File: config.mk
export PLATFORM = sky130hd
export DESIGN_NAME = oms_ctrl
export DESIGN_NICKNAME = d
export VERILOG_FILES = /design/src/sv/ordered_multiset_engine_assert.svh /design/src/sv/oms_pkg.sv /design/src/sv/oms_ctrl.sv
export SDC_FILE = /design/constraint.sdc
export NUM_CORES = 1
export LEC_CHECK = 0
export BUFFER_PORTS_ARGS = -buffer_cell sky130_fd_sc_hd__buf_2
export CORE_AREA = 4 4 41 43
export CTS_CLUSTER_DIAMETER = 100
export DETAILED_ROUTE_END_ITERATION = 8
export DIE_AREA = 0 0 45 47
export SLEW_MARGIN = 30
export SYNTH_ARGS = -nofsm -noshare
export SYNTH_HDL_FRONTEND = slang
export SYNTH_SLANG_ARGS = --single-unit
File: constraint.sdc
create_clock -name aclk -period 1 [get_ports aclk]
set_input_delay 0.05 -clock aclk [delete_from_list [all_inputs] [get_ports aclk]]
set_output_delay 0.05 -clock aclk [all_outputs]
set_load 0.02 [all_outputs]
File: src/sv/ordered_multiset_engine_assert.svh
// Assertion macros for the ordered multiset engine.
// Used by the top level; no other dependencies.
`ifndef ORDERED_MULTISET_ENGINE_ASSERT_SVH
`define ORDERED_MULTISET_ENGINE_ASSERT_SVH
`ifndef ASSERT_OFF
`define OMS_ASSERT(label, clk, rst_n, expr) \
    label: assert property (@(posedge clk) disable iff (!rst_n) (expr)) \
        else $error("assertion failed");
`define OMS_ASSERT_IMPL(label, clk, rst_n, ante, cons) \
    label: assert property (@(posedge clk) disable iff (!rst_n) (ante) |-> (cons)) \
        else $error("assertion failed");
`define OMS_ASSERT_NEXT(label, clk, rst_n, ante, cons) \
    label: assert property (@(posedge clk) disable iff (!rst_n) (ante) |=> (cons)) \
        else $error("assertion failed");
`else
`define OMS_ASSERT(label, clk, rst_n, expr)
`define OMS_ASSERT_IMPL(label, clk, rst_n, ante, cons)
`define OMS_ASSERT_NEXT(label, clk, rst_n, ante, cons)
`endif
`endif

File: src/sv/oms_pkg.sv
// Shared types and constants for the ordered multiset engine.
// No dependencies.
package oms_pkg;
    localparam int CAPACITY_DEF = 256;
    localparam int KEY_BITS_DEF = 32;
    localparam int KEY_W = 32;
    localparam int OP_W = 3;
    localparam int ST_W = 2;

    localparam logic [OP_W-1:0] OP_INSERT = 3'd0;
    localparam logic [OP_W-1:0] OP_DELETE = 3'd1;
    localparam logic [OP_W-1:0] OP_PRED = 3'd2;
    localparam logic [OP_W-1:0] OP_SUCC = 3'd3;

    localparam logic [ST_W-1:0] ST_DONE = 2'd0;
    localparam logic [ST_W-1:0] ST_NONE = 2'd1;
    localparam logic [ST_W-1:0] ST_FULL = 2'd2;
    localparam logic [ST_W-1:0] ST_UNSUP = 2'd3;

    typedef struct packed {
        logic load;
        logic cmp;
        logic exec;
    } oms_cmd_t;
endpackage

File: src/sv/oms_ctrl.sv
// Controller for the ordered multiset engine: sequencing and output handshake.
// Depends on oms_pkg.
module oms_ctrl
    import oms_pkg::*;
(
    input  logic     aclk,
    input  logic     aresetn,
    input  logic     s_valid,
    output logic     s_ready,
    output logic     m_valid,
    input  logic     m_ready,
    output oms_cmd_t cmd
);
    localparam logic [1:0] S_IDLE = 2'd0;
    localparam logic [1:0] S_CMP = 2'd1;
    localparam logic [1:0] S_EXEC = 2'd2;

    logic [1:0] state_reg, state_next;
    logic       out_valid_reg, out_valid_next;

    assign s_ready = (state_reg == S_IDLE);
    assign m_valid = out_valid_reg;

    always_comb begin
        state_next = state_reg;
        out_valid_next = out_valid_reg && !m_ready;
        cmd = '0;
        unique case (state_reg)
            S_IDLE: begin
                if (s_valid) begin
                    cmd.load = 1'b1;
                    state_next = S_CMP;
                end
            end
            S_CMP: begin
                cmd.cmp = 1'b1;
                state_next = S_EXEC;
            end
            S_EXEC: begin
                if (!out_valid_reg || m_ready) begin
                    cmd.exec = 1'b1;
                    out_valid_next = 1'b1;
                    state_next = S_IDLE;
                end
            end
            default: state_next = S_IDLE;
        endcase
    end

    always_ff @(posedge aclk) begin
        if (!aresetn) begin
            state_reg <= S_IDLE;
            out_valid_reg <= 1'b0;
        end else begin
            state_reg <= state_next;
            out_valid_reg <= out_valid_next;
        end
    end
endmodule

==> qor.txt, run 1 <==
fin area - 258 um^2
outcome - complete, but fails checks
Fin. Hold Viols - 0
Post-DP Area - 198 um^2
Crit Path Class - reg -> out
H-tree depth - 1
Hold Buf Count CTS - 0
Placed Cells - 36
dominant cell type by area after synthesis - dfxtp_1
startpoint types - flop
crit path max fanout - 5
CORE AREA - 1300 um^2
failing checks - setup timing
# DRC - 0
die height - 47 um
largest net degree at the start of global routing - 6
Fillers - 147
Pwr per Cell Area - 1580 nW/um^2
Routed WL - 355 um
Util after Layout - 19.8%
RSZ-0062 raised after global routing - true
io pins - 9
initial antenna violation count - 0
Antenna diodes - 0
DR vias/cell - 3.29
remaining antenna violation count after routing - 0
I/O Buffers - 8
Max Fclk - 988 MHz
post-synthesis cell type count - 10
worst-skew pair later-pin latency - 230 ps
WP data arrival - 960 ps
Reg clk slew, reported paths - 40 ps
clock root buffer master - clkbuf_4
final worst path period share - 101%
top cell type's share of synthesized area - 43.2%
Slew Limit Fails - 0
slew at the pin closest to its max-slew limit - 141 ps
static leakage - 0.000115 uW
Detailed Route Iter0 Violations - 0
hold_ws - 43.9 ps
initial core utilization - 10.7%
crit path time final - 1010 ps
VDD IR max - 0.342 mV
post-route non-filler standard cell count - 41
HPWL after DPL - 263 um
Initial DRT Pass Iterations - 1
Post-Syn Area per Cell - 10.7 um^2
commonest cells after routing, fill and taps aside - buf_2 (5), clkbuf_4 (3), buf_4 (3), dfxtp_4 (2)
pre-CTS setup slack - 118 ps
synth top area cells - dfxtp_1 (43%), and4bb_1 (9.0%), nand2b_1 (9.0%)
die footprint - 2120 um^2
Worst setup EP type - output pin
max FFs per register - 2
most common cell after layout, fill and taps aside - buf_2
CTS max path bufs - 2
fin worst setup slack - -12.2 ps
worst rel slew slack - 90.5%
Final nets - 31
first-pass GRT wire length - 572 um
Avg WL per Cell - 8.66 um
Final setup viols - 1
worst path required time - 950 ps
CTS Buf Count - 3
Yosys Warn Count - 0
vias in the first global route - 153
gr ovfl total - 0
area grow syn2layout - 85.6%
Gate Count Post-Synth - 13
clock sinks - 3
#FFs+latches synth - 3
via count - 135
share of post-route cells with drive strength above 1 - 65.4%
Hold/Removal Path Class - in -> reg
num rows - 13
Die Wd - 45 um
CTS tree - yes
clk_skew - 0.958 ps
post-synth net total - 17
synthesized area - 139 um^2
Overall Global Routing Usage - 4.65%
GP Congestion - 0.680
register area share after synthesis - 43.2%
max cap viols - 0
stage by stage:
step                TNS, ps  power [uW]
floorplan                 0         167
global placement          0         188
detailed placement        0         188
CTS                   -58.5         427
global route           -143         434
finish                -12.2         408
synth_stat cells:
| cell type | number |
|---|---|
| dfxtp_1 | 3 |
| nand2b_1 | 2 |
| a21boi_0 | 1 |
| and2_1 | 1 |
| and2b_4 | 1 |
| and4bb_1 | 1 |
| nor2_1 | 1 |
| nor2b_1 | 1 |
| nor3b_2 | 1 |
| o21a_1 | 1 |
power breakdown:
| part | internal, uW | switching, uW |
|---|---|---|
| clock network | 150 | 62.2 |
| logic | 36.5 | 29.1 |
| registers | 124 | 7.34 |
| total | 310 | 98.7 |
worst paths after layout:
path	slack [ps]	depth (start not counted)	start	to
max reg2reg	50	3	state_reg[1]	state_reg[1]
min reg2reg	510	2	m_valid	m_valid
max	-10	3	state_reg[0]	cmd[0]
min	40	2	aresetn	state_reg[1]
cell families (layout without fill, tap and decap cells):
logic type,Yosys count,count (layout),share of synthesized area (%)
simple gates,8,8,45.9
flops,3,3,43.2
compound gates,2,2,10.8
buf+inv,0,13,0
layout make-up:
type / instances / area [um^2] / area share [%]
Timing Repair Buffer: 9 / 58.8 / 22.8
Tap cell: 15 / 18.8 / 7.28
Multi-Input combinational cell: 10 / 86.3 / 33.5
Sequential cell: 3 / 67.6 / 26.2
Clock buffer: 4 / 26.3 / 10.2
timing repair:
item | in CTS | in global routing
gates resized for setup | 9 | 0
endpoints found under the setup margin | 3 | 4
buffers inserted | 1 | 0
pin swaps | 1 | 2
critical path: stages, from the launching register on:
cell,delay [ps]
dfxtp_4,350
nand2b_4,130
nor2b_1,100
buf_4,150
layer usage:
metal	vias up	track usage [%]	wire length (um)
met5	-	0	0
met4	0	7.02	0
li1	69	-	-
met1	59	3.39	98
met3	0	3.45	63
met2	7	6.50	193
(Power assumes the default switching activity.)
==> run 2, diff against run 1 <==
--- a/config.mk
+++ b/config.mk
@@ -5,6 +5,7 @@
 export SDC_FILE = /design/constraint.sdc
 export NUM_CORES = 1
 export LEC_CHECK = 0
+export ABC_AREA = 1
 export BUFFER_PORTS_ARGS = -buffer_cell sky130_fd_sc_hd__buf_2
 export CORE_AREA = 4 4 41 43
 export CTS_CLUSTER_DIAMETER = 100
==> qor.txt, run 2 <==
outcome - completed
Detailed Route Iter0 Violations - 2 (+2)
io pins - 9 (unchanged)
die height - 47 um (unchanged)
final worst path period share - 95.9% (-5.4 points)
DR vias/cell - 3.27 (-0.66%)
commonest cells after routing, fill and taps aside - inv_1 (5), buf_2 (5), clkbuf_4 (3), buf_4 (3)
Commonest cells post-synth - inv_1 (6), dfxtp_1 (3), nand2_1 (3)
Synth async-reset ratio - 0% (unchanged)
GP Congestion - 0.533 (-22%)
CTS max path bufs - 2 (unchanged)
max FFs per register - 2 (unchanged)
Worst setup EP type - output pin
area grow syn2layout - 76.7%
CP top delay family - flip-flops
gr ovfl total - 0 (unchanged)
Routed WL - 329 um (-7.3%)
post-synthesis adder-cell area fraction - 0% (unchanged)
worst path cell trace - inv_1 > nand2_2 > nor2_2 > buf_6
max cap viols - 0 (unchanged)
register area share after synthesis - 40.0% (-3.2 points)
Avg WL per Cell - 6.85 um (-21%)
HPWL after DPL - 244 um (-7.4%)
Post-Syn Area per Cell - 7.51 um^2 (-30%)
post-synth net total - 24 (+7)
most common cell in the netlist - inv_1
clock sinks - 3 (unchanged)
CORE AREA - 1300 um^2 (unchanged)
XOR/XNOR Fraction of Synth Area - 0% (unchanged)
static leakage - 0.000130 uW (+13%)
largest net degree at the start of global routing - 5 (-1)
worst path required time - 950 ps (about the same)
share of post-route cells with drive strength above 1 - 66.7% (+1.3 points)
simple logic cell fraction of the synthesized area - 31.7% (-14 points)
clk_skew - 2.15 ps (+1.20 ps)
WP data arrival - 910 ps (-50 ps)
Final setup viols - 0 (-1)
post-synthesis cell type count - 11 (+1)
RSZ-0062 raised after global routing - true
VDD IR max - 0.245 mV (-28%)
vias in the first global route - 133 (-13%)
first-pass GRT wire length - 455 um (-20%)
worst-skew pair later-pin latency - 230 ps (about the same)
initial core utilization - 11.5% (+0.87 points)
crit path max fanout - 4 (-1)
crit path max-delay cell type - dfxtp_2
Initial DRT Pass Iterations - 4 (+3)
Antenna diodes - 0 (unchanged)
Buf+Inv Stages, Crit Path - 2 (+1)
crit path time final - 959 ps (-53.5 ps)
die footprint - 2120 um^2 (unchanged)
initial antenna violation count - 0 (unchanged)
# DRC - 0 (unchanged)
Post-synth top flop - dfxtp_1
I/O Buffers - 8 (unchanged)
number of synthesized flops with an enable pin - 0 (unchanged)
Reg clk slew, reported paths - 40 ps (about the same)
fin worst setup slack - 41.3 ps (+53.5 ps)
pre-CTS setup slack - 212 ps (+94.0 ps)
top cell type's share of synthesized area - 40.0% (-3.2 points)
Synth Area in Compound Gates - 10.8% (+0.023 points)
dominant cell type by area after synthesis - dfxtp_1
Hold Buf Count CTS - 0 (unchanged)
via count - 157 (+16%)
Slew Limit Fails - 0 (unchanged)
#FFs+latches synth - 3 (unchanged)
CTS Buf Count - 3 (unchanged)
Crit Path Class - reg -> out
Max Fclk - 1040 MHz (+5.6%)
mux cell area share after synthesis - 0% (unchanged)
clock root buffer master - clkbuf_4
worst rel slew slack - 92.5% (+2.0 points)
Util after Layout - 20.4% (+0.58 points)
Yosys Warn Count - 0 (unchanged)
combinational family with the most area after synthesis - simple AND/OR/NAND/NOR gates
slew at the pin closest to its max-slew limit - 111 ps (-29.6 ps)
worst stage delay on the critical path - 330 ps (-20 ps)
Overall Global Routing Usage - 4.11% (-0.55 points)
remaining antenna violation count after routing - 0 (unchanged)
Die Wd - 45 um (unchanged)
H-tree depth - 1 (unchanged)
Pwr per Cell Area - 1570 nW/um^2 (-0.63%)
CTS tree - yes
Fin. Hold Viols - 0 (unchanged)
num rows - 13 (unchanged)
Hold/Removal Path Class - in -> reg
Gate Count Post-Synth - 20 (+7)
startpoint types - flop
Final nets - 38 (+23%)
synthesized area - 150 um^2 (+8.1%)
synth top area cells - dfxtp_1 (40%), inv_1 (15%), nand2_1 (7.5%)
==> run 2: what timing repair did <==
item / 4_1_cts / 5_1_grt
setup endpoints to repair: 3 / 3
setup buffers: 0 / 1
gates resized for setup: 3 / 5
endpoints found under the hold margin: 0 / 0
==> run 2: area by class of cell <==
cell class	instances	area, um^2
clock buffers	4	26.3
repair buffers	9	58.8
multi-input cells	10	73.8
flip-flops and latches	3	61.3
well taps	15	18.8
fillers	166	1040
inverters	7	26.3
==> run 2: cells by family after synthesis <==
family	count (synthesis)
buf+inv	7
flops	3
compound gates	2
simple gates	8
==> run 2: path summary, 6_finish.rpt <==
check / startpoint / endpoint / slack [ps] / depth (start not counted)
worst max-delay path: state_reg[0] / cmd[2] / 40 / 4
worst min-delay path: aresetn / m_valid / 30 / 2
worst max register to register: state_reg[1] / state_reg[1] / 190 / 5
worst min register to register: state_reg[1] / state_reg[0] / 540 / 3
==> run 2: routing by layer <==
| layer | vias up | part of all wire (%) | track usage (%) |
|---|---|---|---|
| li1 | 83 | - | - |
| met1 | 62 | 32 | 2.27 |
| met2 | 8 | 47 | 5.08 |
| met3 | 4 | 7.6 | 1.15 |
| met4 | 0 | 13 | 12.3 |
| met5 | - | 0 | 0 |
==> run 2: through the flow <==
step	std cells	hold WS, ps	total power [uW]	instance area (um^2)	TNS [ps]
after detailed placement	43	271	194	214	0
after global routing	48	36.5	439	265	-34.7
after floorplan	20	168	172	155	0
after CTS	47	25.7	422	246	0
after global placement	43	270	194	214	0
final	48	30.3	418	265	0
==> run 2: worst reg2reg max path, cell delays in order (launching register included) <==
cell and delay, ps:
dfxtp_1 310, inv_2 50, buf_4 130, nor2_2 90
nand2_1 70, a21oi_2 100
==> run 2: report_power, final <==
| group | switching [uW] | total, uW | internal [uW] |
|---|---|---|---|
| logic | 42.4 | 73.7 | 31.3 |
| clock network | 63.4 | 213 | 150 |
| registers | 4.39 | 131 | 127 |
| total | 110 | 418 | 307 |
